`config.mk`:
```
export PLATFORM = sky130hd
export DESIGN_NAME = ir_pulse_command_decoder
export DESIGN_NICKNAME = d
export VERILOG_FILES = /design/src/hdl/irpcd_pkg.sv /design/src/hdl/ir_pulse_command_decoder.sv /design/src/hdl/irpcd_decode.sv
export SDC_FILE = /design/constraint.sdc
export NUM_CORES = 1
export LEC_CHECK = 0
export BUFFER_PORTS_ARGS = -buffer_cell sky130_fd_sc_hd__buf_2
export CAP_MARGIN = 20
export CORE_ASPECT_RATIO = 1.5
export CORE_MARGIN = 5
export CORE_UTILIZATION = 32
export DETAILED_ROUTE_END_ITERATION = 6
export GPL_TIMING_DRIVEN = 0
export HOLD_SLACK_MARGIN = 0.1
export PLACE_DENSITY_LB_ADDON = 0.05
export SYNTH_ARGS = -nofsm -noshare
export SYNTH_HDL_FRONTEND = slang
export SYNTH_SLANG_ARGS = --single-unit
```
`constraint.sdc`:
```
create_clock -name i_clk -period 5.5 [get_ports i_clk]
set_input_delay 0.55 -clock i_clk [delete_from_list [all_inputs] [get_ports i_clk]]
set_output_delay 0.55 -clock i_clk [all_outputs]
set_load 0.05 [all_outputs]
```
`src/hdl/irpcd_pkg.sv`:
```
// types, constants and register indexes of the ir pulse command decoder
package irpcd_pkg;

    // default sizes
    localparam int DATA_BITS_DEF   = 8;
    localparam int COUNT_WIDTH_DEF = 16;

    // register field widths
    localparam int CFG_WIDTH   = 16;
    localparam int INDEX_WIDTH = 8;

    // register indexes
    typedef enum logic [INDEX_WIDTH-1:0] {
        CFG_FIRST_TIMEOUT    = 8'd0,
        CFG_BIT_TIMEOUT      = 8'd1,
        CFG_ZERO_LOW         = 8'd2,
        CFG_ZERO_HIGH        = 8'd3,
        CFG_ONE_LOW          = 8'd4,
        CFG_ONE_HIGH         = 8'd5,
        CFG_FIRST_DATA_INDEX = 8'd6
    } t_cfg_reg;

    // register reset values
    localparam logic [CFG_WIDTH-1:0]   RST_FIRST_TIMEOUT    = 16'd15000;
    localparam logic [CFG_WIDTH-1:0]   RST_BIT_TIMEOUT      = 16'd4000;
    localparam logic [CFG_WIDTH-1:0]   RST_ZERO_LOW         = 16'd1000;
    localparam logic [CFG_WIDTH-1:0]   RST_ZERO_HIGH        = 16'd1250;
    localparam logic [CFG_WIDTH-1:0]   RST_ONE_LOW          = 16'd2000;
    localparam logic [CFG_WIDTH-1:0]   RST_ONE_HIGH         = 16'd2400;
    localparam logic [INDEX_WIDTH-1:0] RST_FIRST_DATA_INDEX = 8'd17;

    // bit classification windows
    typedef struct packed {
        logic [CFG_WIDTH-1:0] zero_low;
        logic [CFG_WIDTH-1:0] zero_high;
        logic [CFG_WIDTH-1:0] one_low;
        logic [CFG_WIDTH-1:0] one_high;
    } t_windows;

endpackage

```
`src/hdl/ir_pulse_command_decoder.sv`:
```
// top level of the ir pulse command decoder
//
// Input channel: one beat per timer tick, i_falling_edge set when the ir line
// fell during that tick. A beat is taken when i_in_valid is high and o_in_stall
// is low. An edge while idle opens a frame; later edges record half the ticks
// since the previous edge. When the armed timeout passes without an edge the
// kept intervals are classified and one result beat carries o_command_byte and
// o_edges_counted, then the decoder goes idle.
// Output channel: a beat is taken when o_out_valid is high and i_out_stall low.
// Configuration: i_cfg_valid/o_cfg_ready with a register index and data; ready
// is always high, unknown indexes are dropped. Write only while idle.
// Pipeline: a tick beat goes into an input register and is worked from there;
// a resulting beat is loaded into the output register when its tick is worked.
// Throughput is one tick per cycle while o_in_stall is low, set by the state
// update between the two registers.
// Stall: with a result held on a stalled output, ticks that yield no result
// still flow; a tick that would yield a result waits, and o_in_stall rises.
// Reset (synchronous, active low) clears frame state, the interval store and
// the registers to their default values; no clearing pass is needed.
module ir_pulse_command_decoder #(
    parameter int DATA_BITS   = irpcd_pkg::DATA_BITS_DEF,
    parameter int COUNT_WIDTH = irpcd_pkg::COUNT_WIDTH_DEF
) (
    input  logic                                i_clk,
    input  logic                                i_rst_n,
    // tick channel
    input  logic                                i_in_valid,
    output logic                                o_in_stall,
    input  logic                                i_falling_edge,
    // result channel
    output logic                                o_out_valid,
    input  logic                                i_out_stall,
    output logic [7:0]                          o_command_byte,
    output logic [7:0]                          o_edges_counted,
    // configuration channel
    input  logic                                i_cfg_valid,
    output logic                                o_cfg_ready,
    input  logic [irpcd_pkg::INDEX_WIDTH-1:0]   i_cfg_index,
    input  logic [irpcd_pkg::CFG_WIDTH-1:0]     i_cfg_data
);

    localparam int CmpW   = (COUNT_WIDTH > irpcd_pkg::CFG_WIDTH) ?
                            COUNT_WIDTH : irpcd_pkg::CFG_WIDTH;
    localparam int IdxW   = (DATA_BITS > 1) ? $clog2(DATA_BITS) : 1;
    localparam int StoreW = COUNT_WIDTH - 1;

    // configuration registers
    logic [irpcd_pkg::CFG_WIDTH-1:0]   r_first_timeout;
    logic [irpcd_pkg::CFG_WIDTH-1:0]   r_bit_timeout;
    irpcd_pkg::t_windows               r_windows;
    logic [irpcd_pkg::INDEX_WIDTH-1:0] r_first_data_index;

    // input register
    logic r_in_valid;
    logic r_in_edge;

    // frame state
    logic                   r_frame_active;
    logic [7:0]             r_edge_index;
    logic [COUNT_WIDTH-1:0] r_tick;
    logic                   r_use_bit;
    logic [StoreW-1:0]      r_store [DATA_BITS];
    logic [DATA_BITS-1:0]   r_decoded;

    // output register
    logic       r_out_valid;
    logic [7:0] r_out_cmd;
    logic [7:0] r_out_edges;

    logic                            w_in_accept;
    logic [COUNT_WIDTH-1:0]          w_tick_inc;
    logic [irpcd_pkg::CFG_WIDTH-1:0] w_timeout;
    logic                            w_timed_out;
    logic                            w_emit;
    logic                            w_slot_free;
    logic                            w_advance;
    logic [7:0]                      w_offset;
    logic                            w_in_window;
    logic [IdxW-1:0]                 w_store_idx;
    logic [DATA_BITS-1:0]            w_decoded_next;
    logic [31:0]                     w_dec_ext;

    // configuration port
    assign o_cfg_ready = 1'b1;

    always_ff @(posedge i_clk) begin
        if (!i_rst_n) begin
            r_first_timeout    <= irpcd_pkg::RST_FIRST_TIMEOUT;
            r_bit_timeout      <= irpcd_pkg::RST_BIT_TIMEOUT;
            r_windows.zero_low  <= irpcd_pkg::RST_ZERO_LOW;
            r_windows.zero_high <= irpcd_pkg::RST_ZERO_HIGH;
            r_windows.one_low   <= irpcd_pkg::RST_ONE_LOW;
            r_windows.one_high  <= irpcd_pkg::RST_ONE_HIGH;
            r_first_data_index <= irpcd_pkg::RST_FIRST_DATA_INDEX;
        end else if (i_cfg_valid && o_cfg_ready) begin
            unique case (i_cfg_index)
                irpcd_pkg::CFG_FIRST_TIMEOUT:    r_first_timeout     <= i_cfg_data;
                irpcd_pkg::CFG_BIT_TIMEOUT:      r_bit_timeout       <= i_cfg_data;
                irpcd_pkg::CFG_ZERO_LOW:         r_windows.zero_low  <= i_cfg_data;
                irpcd_pkg::CFG_ZERO_HIGH:        r_windows.zero_high <= i_cfg_data;
                irpcd_pkg::CFG_ONE_LOW:          r_windows.one_low   <= i_cfg_data;
                irpcd_pkg::CFG_ONE_HIGH:         r_windows.one_high  <= i_cfg_data;
                irpcd_pkg::CFG_FIRST_DATA_INDEX: begin
                    r_first_data_index <= i_cfg_data[irpcd_pkg::INDEX_WIDTH-1:0];
                end
                default: ;
            endcase
        end
    end

    // input handshake and pipeline control
    assign w_slot_free = !r_out_valid || !i_out_stall;
    assign w_advance   = r_in_valid && (!w_emit || w_slot_free);
    assign o_in_stall  = r_in_valid && !w_advance;
    assign w_in_accept = i_in_valid && !o_in_stall;

    always_ff @(posedge i_clk) begin
        if (!i_rst_n) begin
            r_in_valid <= 1'b0;
        end else if (w_in_accept) begin
            r_in_valid <= 1'b1;
        end else if (w_advance) begin
            r_in_valid <= 1'b0;
        end
    end

    always_ff @(posedge i_clk) begin
        if (w_in_accept) begin
            r_in_edge <= i_falling_edge;
        end
    end

    // saturating tick count and timeout check
    assign w_tick_inc  = (r_tick != {COUNT_WIDTH{1'b1}}) ? r_tick + 1'b1 : r_tick;
    assign w_timeout   = r_use_bit ? r_bit_timeout : r_first_timeout;
    assign w_timed_out = CmpW'(w_tick_inc) >= CmpW'(w_timeout);
    assign w_emit      = r_in_valid && r_frame_active && !r_in_edge && w_timed_out;

    // store slot for the current edge index
    assign w_offset    = r_edge_index - r_first_data_index;
    assign w_in_window = (r_edge_index >= r_first_data_index) &&
                         ({1'b0, w_offset} < 9'(DATA_BITS));
    assign w_store_idx = w_offset[IdxW-1:0];

    // bit classification
    irpcd_decode #(
        .DATA_BITS   (DATA_BITS),
        .COUNT_WIDTH (COUNT_WIDTH)
    ) u_decode (
        .i_intervals (r_store),
        .i_windows   (r_windows),
        .i_decoded   (r_decoded),
        .o_decoded   (w_decoded_next)
    );

    assign w_dec_ext = 32'(w_decoded_next);

    // frame state update, one tick per cycle while w_advance is high
    always_ff @(posedge i_clk) begin
        if (!i_rst_n) begin
            r_frame_active <= 1'b0;
            r_edge_index   <= '0;
            r_tick         <= '0;
            r_use_bit      <= 1'b0;
            r_decoded      <= '0;
            for (int k = 0; k < DATA_BITS; k++) begin
                r_store[k] <= '0;
            end
        end else if (w_advance) begin
            if (!r_frame_active) begin
                if (r_in_edge) begin
                    r_frame_active <= 1'b1;
                    r_edge_index   <= '0;
                    r_tick         <= '0;
                    r_use_bit      <= 1'b0;
                end
            end else if (r_in_edge) begin
                if (w_in_window) begin
                    r_store[w_store_idx] <= w_tick_inc[COUNT_WIDTH-1:1];
                end
                if (r_edge_index != 8'hFF) begin
                    r_edge_index <= r_edge_index + 8'd1;
                end
                r_tick    <= '0;
                r_use_bit <= 1'b1;
            end else if (w_timed_out) begin
                r_decoded      <= w_decoded_next;
                r_frame_active <= 1'b0;
                r_edge_index   <= '0;
                r_tick         <= '0;
                r_use_bit      <= 1'b0;
            end else begin
                r_tick <= w_tick_inc;
            end
        end
    end

    // result register
    always_ff @(posedge i_clk) begin
        if (!i_rst_n) begin
            r_out_valid <= 1'b0;
        end else if (w_advance && w_emit) begin
            r_out_valid <= 1'b1;
        end else if (!i_out_stall) begin
            r_out_valid <= 1'b0;
        end
    end

    always_ff @(posedge i_clk) begin
        if (w_advance && w_emit) begin
            r_out_cmd   <= w_dec_ext[7:0];
            r_out_edges <= r_edge_index;
        end
    end

    assign o_out_valid     = r_out_valid;
    assign o_command_byte  = r_out_cmd;
    assign o_edges_counted = r_out_edges;

endmodule

```
`src/hdl/irpcd_decode.sv`:
```
// classifies the kept pulse intervals into command bits
module irpcd_decode #(
    parameter int DATA_BITS   = irpcd_pkg::DATA_BITS_DEF,
    parameter int COUNT_WIDTH = irpcd_pkg::COUNT_WIDTH_DEF
) (
    input  logic [COUNT_WIDTH-2:0] i_intervals [DATA_BITS],
    input  irpcd_pkg::t_windows    i_windows,
    input  logic [DATA_BITS-1:0]   i_decoded,
    output logic [DATA_BITS-1:0]   o_decoded
);

    localparam int CmpW = (COUNT_WIDTH > irpcd_pkg::CFG_WIDTH) ?
                          COUNT_WIDTH : irpcd_pkg::CFG_WIDTH;

    // one independent classifier per bit, zero window checked first
    for (genvar g = 0; g < DATA_BITS; g++) begin : g_bit
        logic [CmpW-1:0] w_val;
        logic            w_is_zero;
        logic            w_is_one;

        assign w_val     = CmpW'(i_intervals[g]);
        assign w_is_zero = (w_val >= CmpW'(i_windows.zero_low)) &&
                           (w_val <= CmpW'(i_windows.zero_high));
        assign w_is_one  = (w_val >= CmpW'(i_windows.one_low)) &&
                           (w_val <= CmpW'(i_windows.one_high));

        always_comb begin
            if (w_is_zero) begin
                o_decoded[g] = 1'b0;
            end else if (w_is_one) begin
                o_decoded[g] = 1'b1;
            end else begin
                o_decoded[g] = i_decoded[g];
            end
        end
    end

endmodule

```
==> metrics.txt, run 1 <==
Longest Clk Path Bufs 3; WL/cell 26.8 um; CTS tree done; Starting DRT DRC Count 1286; fmax 192 MHz; Syn Area/Cell 8.69 um^2; n_diodes 0; DRT Wirelength 94600 um; gpl congestion 0.869; Main synth FF type dfxtp_1; # fillers 7008; die height 330 um; GRT Util Overall 0.248; area delta synth->final 12.1%; CTS buffer count 35; CTS Sinks 277; Syn. warnings 0; DP HPWL 73500 um; placed inst area 0.0233 mm^2; worst slew pin tran 1.20 ns; clock share of power 0.536; Crit. End Element register; asr flop ratio synth 0; Final Util 0.361; Worst Path Max Fanout 12; pre-CTS setup slack -0.356 ns; Design Area, Final 0.0245 mm^2; Gate power share 0.032; Worst-Skew Late Latency 0.58 ns; reg2reg start r_tick[0]; endpoints failing hold 0; Crit Path Class reg2reg; post-CTS setup buffers 0; r2r setup slk 0.30 ns; hold_ws 0.167 ns; leakage 11.3 nW; vias in the first global route 18900; Hold Path Depth 1; Initial Util 0.322; worst reg2reg endpoint r_decoded[5]; relative slew slack 0.201; hold endpoint r_in_edge; Sequential Power Share 0.432; unrepaired setup endpoints after global routing no; flops & latches, synth 277; Slowest cell on crit path a221oi_2; net switching power 0.00115 W; worst-path cell chain ha_1 -> nand2_1 -> or3_1 -> o21bai_2 -> nor2_1 -> xor2_1 -> ha_1 -> a21oi_1 -> o21ai_0 -> a221oi_2 -> nand2_1 -> nand3_2 -> buf_4 -> inv_2 -> buf_16 -> a221oi_1; Worst Reg-to-Reg Cells 16; Tmin final 5.20 ns; CP Data Arrival Time 5.68 ns; Post-Syn Nets 3058; Min-Delay Path Class in2reg; Netlist Area Pre-Place 0.0219 mm^2; antenna-violating nets left 0; Clock Skews 0.0279 ns; initial antenna violation count 0; max incr delay on CP 0.55 ns; Int Pwr 0.00355 W; die area 0.0739 mm^2; Clock transition at path regs 0.06 ns; GR Overflow Total 0; Final setup viols 0; io pins 49; fin crit share 0.945; DR DRC count 0; port bufs 46; largest net degree at the start of global routing 13; Post-Syn Instances 2521; Seq/Total Area, Yosys 0.261; switching share of total power 0.245; Worst EP required 5.98 ns; hold_sp i_falling_edge; delay-heaviest family, CP simple AND/OR/NAND/NOR gates; Post-synth EDFFs 17; Yosys cell types 76; power density cells 191 mW/mm^2; Buf/Inv on CP 3; H-tree levels 2; Sum Neg Setup Slack 0 ns; DRT Pass-1 Iters 5; core area 0.0679 mm^2; Cell Rows 117; max-cap viol count 0; Slew Limit Fails 0; Worst VDD drop 0.235 mV; # nets final 3146; status completed; share of cells above drive strength 1 0.0596; first-pass GRT wire length 133000 um; CTS root buf clkbuf_16; Vias 19600; CP Launch Type register; Final WS setup 0.305 ns; Via density 5.55; die width 224 um
[how the worst max path moves through the flow]
| stage | startpoint | endpoint | slack [ns] | cells past startpoint |
|---|---|---|---|---|
| after floorplan | r_tick[0] | o_in_stall | 1.49 | 13 |
| after global placement | r_use_bit | r_decoded[5] | -0.80 | 12 |
| after detailed placement | r_use_bit | r_decoded[5] | -0.36 | 13 |
| after CTS | r_tick[0] | r_decoded[5] | 0.30 | 16 |
| after global routing | r_tick[0] | o_in_stall | 0.05 | 14 |
| final | r_tick[0] | r_decoded[5] | 0.30 | 16 |
[cells in the final DEF (no fill, tap or decap), types with 51 or more instances in the layout]
master	instances
a211oi_1	51
a21oi_1	242
buf_2	58
clkbuf_1	61
dfxtp_1	260
ha_1	506
inv_1	105
mux2i_1	162
nand2_1	375
nand3_1	93
nand4_1	66
nor2_1	115
o211ai_1	53
o21ai_0	96
[what timing repair did]
item	4_1_cts	5_1_grt
hold buffers	0	0
endpoints found under the setup margin	20	0
resized for setup	2	0
[registers in the layout (all words and copies together), names as in the netlist]
name / count
r_store: 120
r_windows: 64
r_bit_timeout: 16
r_first_timeout: 16
r_tick: 16
o_command_byte: 8
o_edges_counted: 8
r_decoded: 8
r_edge_index: 8
r_first_data_index: 8
o_out_valid: 1
r_frame_active: 1
r_in_edge: 1
r_in_valid: 1
r_use_bit: 1
[kinds of logic (layout without fill, tap and decap cells)]
| logic type | Yosys count | count (layout) | synth area share |
|---|---|---|---|
| simple gates | 809 | 809 | 0.174 |
| fa+ha+maj | 507 | 507 | 0.290 |
| compound gates | 564 | 564 | 0.157 |
| xor+xnor | 11 | 11 | 0.00440 |
| buf+inv | 186 | 300 | 0.0367 |
| flops | 277 | 277 | 0.261 |
| mux | 166 | 166 | 0.0761 |
| other cells | 1 | 1 | 0.000171 |
[cell type report]
cell class                 instances  area [um^2]  area share
multi-input combinational       2058        15400       0.627
sequential                       277         5720       0.233
tap                              892         1120      0.0455
clock buffer                      52         1060      0.0433
inverter                         107          402      0.0164
buffer                            78          400      0.0163
timing repair buffer              52          313      0.0127
clock inverter                    11          154     0.00627
[synth_stat cells, types with 3 or more instances]
cell / number / share of area
and3_1: 16 / 0.0046
mux2_2: 4 / 0.0021
nand3b_1: 11 / 0.0038
a21oi_1: 242 / 0.055
a31oi_1: 15 / 0.0043
o21a_1: 12 / 0.0041
and2_1: 3 / 0.00086
a211oi_1: 51 / 0.017
nand2_1: 375 / 0.064
nor4_1: 18 / 0.0051
or3_1: 4 / 0.0011
nor3_1: 40 / 0.0091
buf_6: 7 / 0.0036
a21o_1: 27 / 0.0093
dfxtp_1: 260 / 0.24
mux2i_1: 162 / 0.074
nand4b_1: 9 / 0.0036
a221oi_1: 4 / 0.0016
a2111oi_0: 4 / 0.0016
nand2b_1: 15 / 0.0043
a221o_1: 3 / 0.0014
o22ai_1: 11 / 0.0031
edfxtp_1: 17 / 0.023
o21ai_0: 96 / 0.022
inv_1: 106 / 0.018
nor2_1: 115 / 0.020
xor2_1: 5 / 0.0020
buf_2: 11 / 0.0025
clkbuf_1: 55 / 0.0094
nand4_1: 66 / 0.019
o211ai_1: 53 / 0.018
ha_1: 506 / 0.29
o221a_2: 5 / 0.0026
xnor2_1: 6 / 0.0024
o31ai_1: 3 / 0.0010
a211o_1: 6 / 0.0024
nor2b_1: 26 / 0.0074
nand3_1: 93 / 0.021
o41ai_1: 11 / 0.0044
[worst register-to-register path, cell delays in order (launching register included)]
cell and delay [ns]:
dfxtp_1 0.40, ha_1 0.22, nand2_1 0.11, or3_1 0.42, o21bai_2 0.36, nor2_1 0.11, xor2_1 0.34, ha_1 0.33
a21oi_1 0.14, o21ai_0 0.13, a221oi_2 0.55, nand2_1 0.42, nand3_2 0.46, buf_4 0.34, inv_2 0.27, buf_16 0.26
a221oi_1 0.26
[stage by stage]
step	total power [W]	instances
5_1_grt	0.00485	3527
2_1_floorplan	0.00213	2521
3_5_place_dp	0.00223	3464
4_1_cts	0.00477	3526
3_3_place_gp	0.00222	3459
6_report	0.00470	3527
[power groups by stage]
| stage | Sequential [W] | Combinational [W] | Clock, W |
|---|---|---|---|
| global route | 0.00203 | 0.000158 | 0.00266 |
| floorplan | 0.00207 | 0.0000615 | 0 |
| global placement | 0.00207 | 0.000149 | 0 |
| CTS | 0.00203 | 0.000151 | 0.00259 |
| finish | 0.00203 | 0.000151 | 0.00252 |
| detailed placement | 0.00207 | 0.000152 | 0 |
[per-layer routing]
metal,GRT usage,share of wire
met2,0.445,0.49
met5,0,0
met4,0.126,0.060
met3,0.0321,0.040
met1,0.290,0.41
Note: power is estimated with default switching activity, not from simulation.
==> run 2: changes to the inputs <==
--- a/config.mk
+++ b/config.mk
@@ -18,2 +18,3 @@
 export SYNTH_HDL_FRONTEND = slang
+export SYNTH_HIERARCHICAL = 1
 export SYNTH_SLANG_ARGS = --single-unit
==> constraint.sdc (replaced) <==
create_clock -name i_clk -period 5.4 [get_ports i_clk]
set_input_delay 1.35 -clock i_clk [delete_from_list [all_inputs] [get_ports i_clk]]
set_output_delay 1.35 -clock i_clk [all_outputs]
set_load 0.05 [all_outputs]
==> run 2 against run 1 <==
Against the previous run:
- via count increased by 0.65%
- clock skew decreased by 0.0080 ns
- register-to-register slack improved by 0.74 ns
- critical endpoint is now o_in_stall
- non-clock buffer count increased by 8
- clock power about the same
- first-iteration DRC count decreased by 9.9%
- combinational power decreased by 9.9%
- routed wire length increased by 5.8%
- flip-flop and latch count unchanged
- synthesized area decreased by 0.23%
- worst setup slack got worse by 0.14 ns
==> metrics.txt, run 2 <==
Post-Syn Nets 2998 (-2.0%); Vias 19700 (+0.65%); total power 0.00469 W (-0.18%); CTS root buf clkbuf_16; count leader, synth ha_1; CTS buffer count 36 (+2.9%); Worst VDD drop 0.190 mV (-19%); Starting DRT DRC Count 1159 (-9.9%); Post-Syn Instances 2461 (-2.4%); share of cells above drive strength 1 0.0724 (+0.0129); dominant cell type by area after synthesis ha_1; H-tree levels 2 (unchanged); endpoints failing hold 0 (unchanged); Worst EP required 4.05 ns (-1.93 ns); CTS tree done; antenna-violating nets left 0 (unchanged); Crit Path Class reg2out; CP Data Arrival Time 3.89 ns (-1.79 ns); Clock transition at path regs 0.06 ns (about the same); status completed; die width 223 um (-0.11%); die height 330 um (-0.11%); io pins 49 (unchanged); leading registers by flop count r_store (120), r_windows (64); Slew Limit Fails 0 (unchanged); n_diodes 0 (unchanged); Seq/Total Area, Yosys 0.262 (+0.000598); port bufs 47 (+2.2%); leakage 12.0 nW (+5.6%); Worst-Skew Late Latency 0.58 ns (about the same); pre-CTS setup slack -0.264 ns (+0.0914 ns); Netlist Area Pre-Place 0.0218 mm^2 (-0.23%); Gate power share 0.029 (-0.003); Sum Neg Setup Slack 0 ns (unchanged); Main synth FF type dfxtp_1; Initial Util 0.322 (about the same); switching share of total power 0.247 (+0.00187); flops & latches, synth 277 (unchanged); net switching power 0.00116 W (+0.58%); commonest non-fill, non-tap cells in the layout ha_1 (505), nand2_1 (382), dfxtp_1 (249); Longest Clk Path Bufs 3 (unchanged); power density cells 190 mW/mm^2 (-0.91%); fin crit share 0.969; gpl congestion 0.871 (+0.16%); core area 0.0678 mm^2 (-0.22%); vias in the first global route 19400 (+2.6%); placed inst area 0.0234 mm^2 (+0.19%); CTS Sinks 277 (unchanged); Design Area, Final 0.0247 mm^2 (+0.74%); Yosys cell types 76 (unchanged); Crit. End Element output pin; Min-Delay Path Class reg2reg; hold_ws 0.454 ns (+0.287 ns); DR DRC count 0 (unchanged); largest cells by area after synthesis ha_1 (29%), dfxtp_1 (24%), mux2i_1 (7.8%); max-cap viol count 0 (unchanged); commonest non-fill, non-tap cell in the layout ha_1; relative slew slack 0.229 (+0.0274); Sequential Power Share 0.441 (+0.009); asr flop ratio synth 0 (unchanged); Final setup viols 0 (unchanged); Via density 5.65 (+1.8%); first-pass GRT wire length 139000 um (+4.0%); Synth top area share 0.290 (+0.000662); initial antenna violation count 1 (+1); Cell Rows 117 (unchanged); Clock Skews 0.0198 ns (-0.00801 ns); WL/cell 28.7 um (+7.0%); most common library cells after synthesis ha_1 (506), nand2_1 (383), dfxtp_1 (260), a21oi_1 (202), mux2i_1 (170); # nets final 3106 (-1.3%); GRT Util Overall 0.263 (+0.0149); Reg with most FFs r_store; Final WS setup 0.165 ns (-0.140 ns); Int Pwr 0.00353 W (-0.43%); fmax 191 MHz; worst slew pin tran 1.16 ns (-0.0424 ns); GR Overflow Total 0 (unchanged); largest net degree at the start of global routing 15 (+2); max reg flops 120 (unchanged); DP HPWL 70200 um (-4.5%); die area 0.0737 mm^2 (-0.22%); DRT Wirelength 100000 um (+5.8%); Post-synth EDFFs 17 (unchanged); CP Launch Type register; Worst Path Max Fanout 5 (-7); Syn. warnings 6 (+6); DRT Pass-1 Iters 6 (+1); Tmin final 5.24 ns; clock share of power 0.530 (-0.006); area delta synth->final 13.2%; Syn Area/Cell 8.88 um^2 (+2.2%)
## run 2: cell count changes in the layout (fill, tap and decap cells not counted), moves of 8 or more
| cell | change |
|---|---|
| buf_4 | +15 |
| a211oi_1 | -8 |
| o41ai_1 | -11 |
| dfxtp_1 | -11 |
| inv_1 | -15 |
| nand3_1 | -21 |
| o21ai_0 | -24 |
| a21oi_1 | -40 |
| a22o_1 | +14 |
| nor3_1 | -27 |
| dfxtp_2 | +8 |
| a21o_1 | +53 |
| o211ai_1 | -38 |
## run 2: path summary, 6_finish.rpt
path	start	end	slack [ns]	cells past startpoint
max	r_tick[1]	o_in_stall	0.16	12
min	r_windows[59]	r_windows[59]	0.45	2
max reg2reg	r_tick[1]	r_tick[7]	1.04	14
min reg2reg	r_windows[59]	r_windows[59]	0.45	2
## run 2: through the flow
stage,util,std cells
after floorplan,-,2461
after global routing,0.365,3487
final,0.365,3487
after CTS,0.363,3474
after detailed placement,0.345,3410
after global placement,0.342,3400
## run 2: power by group through the flow
stage	registers, W	logic, W	clock network (W)
final	0.00207	0.000136	0.00249
after global routing	0.00207	0.000143	0.00262
after CTS	0.00207	0.000137	0.00257
after detailed placement	0.00211	0.000137	0
after global placement	0.00211	0.000133	0
after floorplan	0.00211	0.0000562	0
## run 2: final cells by class
type,count,area (um^2)
Inverter,91,342
Tap cell,892,1120
Timing Repair Buffer,73,519
Clock inverter,12,148
Buffer,65,298
Clock buffer,52,1000
Multi-Input combinational cell,2025,15600
Fill cell,6982,43000
Sequential cell,277,5740
## run 2: logic make-up after synthesis
logic type,after synthesis,share of synthesized area
AO/OA/AOI/OAI,539,0.160
buffers and inverters,159,0.0297
AND/OR/NAND/NOR,791,0.173
flip-flops,277,0.262
adder cells (fa/ha/maj),507,0.291
other,1,0.000172
XOR/XNOR,10,0.00401
multiplexers,177,0.0815
## run 2: layer usage
metal	vias up	part of all wire	GRT usage	routed length, um
li1	9391	-	-	-
met1	9556	0.40	0.305	39600
met2	550	0.49	0.463	48900
met3	197	0.045	0.0354	4470
met4	0	0.071	0.156	7110
met5	-	0	0	0
## run 2: critical path, cell delays in order, from the launching register on
cell and delay [ns]:
dfxtp_4 0.38, ha_4 0.17, and3_4 0.20, and3_4 0.19
nand2_1 0.07, mux2_2 0.36, ha_1 0.30, nand4_1 0.11
or4_4 0.49, o32a_1 0.36, and2_4 0.20, nor4_4 0.28
buf_6 0.21
## run 2: timing repair
action,CTS,global route
hold buffers,0,0
endpoints found under the hold margin,0,0
gates resized for setup,18,22
pin swaps,2,7
setup endpoints to repair,1,1
setup buffers,3,12
gates cloned,0,0
==> run 3: changes to the inputs <==
- PLACE_DENSITY_LB_ADDON: 0.05 -> 0.25
==> run 3 against run 2 <==
Against the previous run:
- maximum frequency is 0.42% lower
- largest power group unchanged
- non-clock buffer count is 13 lower
- global-route usage is 2.5 points lower
- critical endpoint unchanged
==> metrics.txt, run 3 (synthesis results as in run 2) <==
clock share of power 0.539 (+0.009); Clock transition at path regs 0.06 ns (about the same); CTS Sinks 277 (unchanged); Worst Path Max Fanout 8 (+3); Cell Rows 117 (unchanged); DP HPWL 63700 um (-9.3%); Final setup viols 0 (unchanged); switching share of total power 0.232 (-0.0147); Vias 20000 (+1.7%); relative slew slack 0.182 (-0.0469); CTS buffer count 34 (-5.6%); Initial Util 0.322 (unchanged); power density cells 193 mW/mm^2 (+2.0%); io pins 49 (unchanged); Crit Path Class reg2out; Via density 5.77 (+2.2%); Post-Layout Cell Count 3470 (-0.49%); die area 0.0737 mm^2 (unchanged); n_diodes 0 (unchanged); max incr delay on CP 0.54 ns (+0.05 ns); port bufs 47 (unchanged); leakage 11.9 nW (-0.51%); max reg flops 120 (unchanged); Buf/Inv on CP 1 (unchanged); Reg with most FFs r_store; Crit. End Element output pin; Worst-Skew Late Latency 0.55 ns (-0.03 ns); Tmin final 5.26 ns (+0.0222 ns); Starting DRT DRC Count 1587 (+37%); WL/cell 26.3 um (-8.5%); commonest non-fill, non-tap cell in the layout ha_1; placed insts 3404 (-0.18%); Storage cell area 0.00573 mm^2 (-0.13%); DR DRC count 0 (unchanged); footprint of the multi-input gates 0.0156 mm^2 (about the same); max-cap viol count 0 (unchanged); Slowest cell on crit path or4_1; share of cells above drive strength 1 0.0671 (-0.00534); Min-Delay Path Class reg2reg; endpoints failing hold 0 (unchanged); Gate power share 0.027 (-0.002); CP Data Arrival Time 3.91 ns (+0.02 ns); largest net degree at the start of global routing 16 (+1); initial antenna violation count 1 (unchanged); CTS root buf clkbuf_16; Clock Skews 0.0261 ns (+0.00623 ns); Slew Limit Fails 0 (unchanged); Worst EP required 4.05 ns (about the same); Worst VDD drop 0.255 mV (+34%); CP Launch Type register; Sequential Power Share 0.434 (-0.007); Int Pwr 0.00366 W (+3.6%); worst slew pin tran 1.23 ns (+0.0716 ns); hold_ws 0.452 ns (-0.00122 ns); delay-heaviest family, CP simple AND/OR/NAND/NOR gates; status completed; commonest non-fill, non-tap cells in the layout ha_1 (505), nand2_1 (382), dfxtp_1 (253); Final Util 0.364 (-0.00131); vias in the first global route 20000 (+3.3%); DRT Pass-1 Iters 6 (unchanged); fin crit share 0.974 (+0.00410); leading registers by flop count r_store (120), r_windows (64); Sum Neg Setup Slack 0 ns (unchanged); total power 0.00476 W (+1.6%); net switching power 0.00111 W (-4.5%); gpl congestion 0.917 (+5.3%); GR Overflow Total 0 (unchanged); CTS tree done; worst-path cell chain ha_2 -> and3_4 -> and3_4 -> nand4_1 -> mux2i_2 -> ha_1 -> nand4_1 -> or4_1 -> o32a_1 -> and2_4 -> nor4_4 -> buf_6; die height 330 um (unchanged); first-pass GRT wire length 129000 um (-6.6%); # nets final 3091 (-0.48%); antenna-violating nets left 0 (unchanged); DRT Wirelength 91100 um (-8.9%); fmax 190 MHz (-0.42%); # fillers 6936 (-0.66%); H-tree levels 2 (unchanged); core area 0.0678 mm^2 (unchanged); Longest Clk Path Bufs 3 (unchanged); GRT Util Overall 0.239 (-0.0248); die width 223 um (unchanged); area delta synth->final 12.8%
-- run 3: cell count changes in the layout (fill, tap and decap cells not counted), sizes merged --
cell           before  now
buf                84   71
clkinvlp            0    1
clkdlybuf4s18       2    1
inv                94   92
bufinv              3    4
clkbuf            104  105
clkinv              6    2
-- run 3: metrics by stage --
step / area, um^2 / setup WS [ns]
3_3_place_gp: 23200 / -0.191
5_1_grt: 24600 / -0.00575
2_1_floorplan: 21900 / 0.175
6_report: 24600 / 0.143
4_1_cts: 24500 / 0.00855
3_5_place_dp: 23300 / -0.0582
-- run 3: final timing paths --
check / startpoint / to / slack (ns) / cells past startpoint
min: r_bit_timeout[13] / r_bit_timeout[13] / 0.45 / 2
max reg2reg: r_tick[0] / r_tick[6] / 1.15 / 14
min reg2reg: r_bit_timeout[13] / r_bit_timeout[13] / 0.45 / 2
max: r_tick[0] / o_in_stall / 0.14 / 12
-- run 3: layout make-up --
class | instances | area share
well taps | 892 | 0.0453
inverters | 91 | 0.0139
flip-flops and latches | 277 | 0.232
repair buffers | 60 | 0.0144
multi-input cells | 2025 | 0.632
plain buffers | 65 | 0.0121
clock buffers | 52 | 0.0436
clock inverters | 8 | 0.00625
-- run 3: per-layer routing --
metal / up-vias / routed length (um) / global-route usage
met1: 9550 / 34400 / 0.264
met5: - / 16 / 0
met4: 2 / 8930 / 0.191
li1: 9334 / - / -
met3: 314 / 6310 / 0.0447
met2: 837 / 41500 / 0.400
-- run 3: power groups by stage --
stage / combinational [W] / clock, W / sequential, W
after floorplan: 0.0000562 / 0 / 0.00211
after global placement: 0.000126 / 0 / 0.00211
after detailed placement: 0.000127 / 0 / 0.00211
after CTS: 0.000127 / 0.00261 / 0.00207
after global routing: 0.000135 / 0.00269 / 0.00207
final: 0.000129 / 0.00257 / 0.00207
-- run 3: tightest hold or removal path, stage by stage (launching register included) --
cell and delay, ns:
dfxtp_1 0.31, nand2_1 0.05, a21oi_1 0.05
-- run 3: timing repair --
| action | 4_1_cts | 5_1_grt |
|---|---|---|
| endpoints found under the setup margin | 1 | 1 |
| resized for setup | 14 | 19 |
| buffers inserted | 3 | 4 |
| hold buffers | 0 | 0 |
| pin swaps | 2 | 2 |
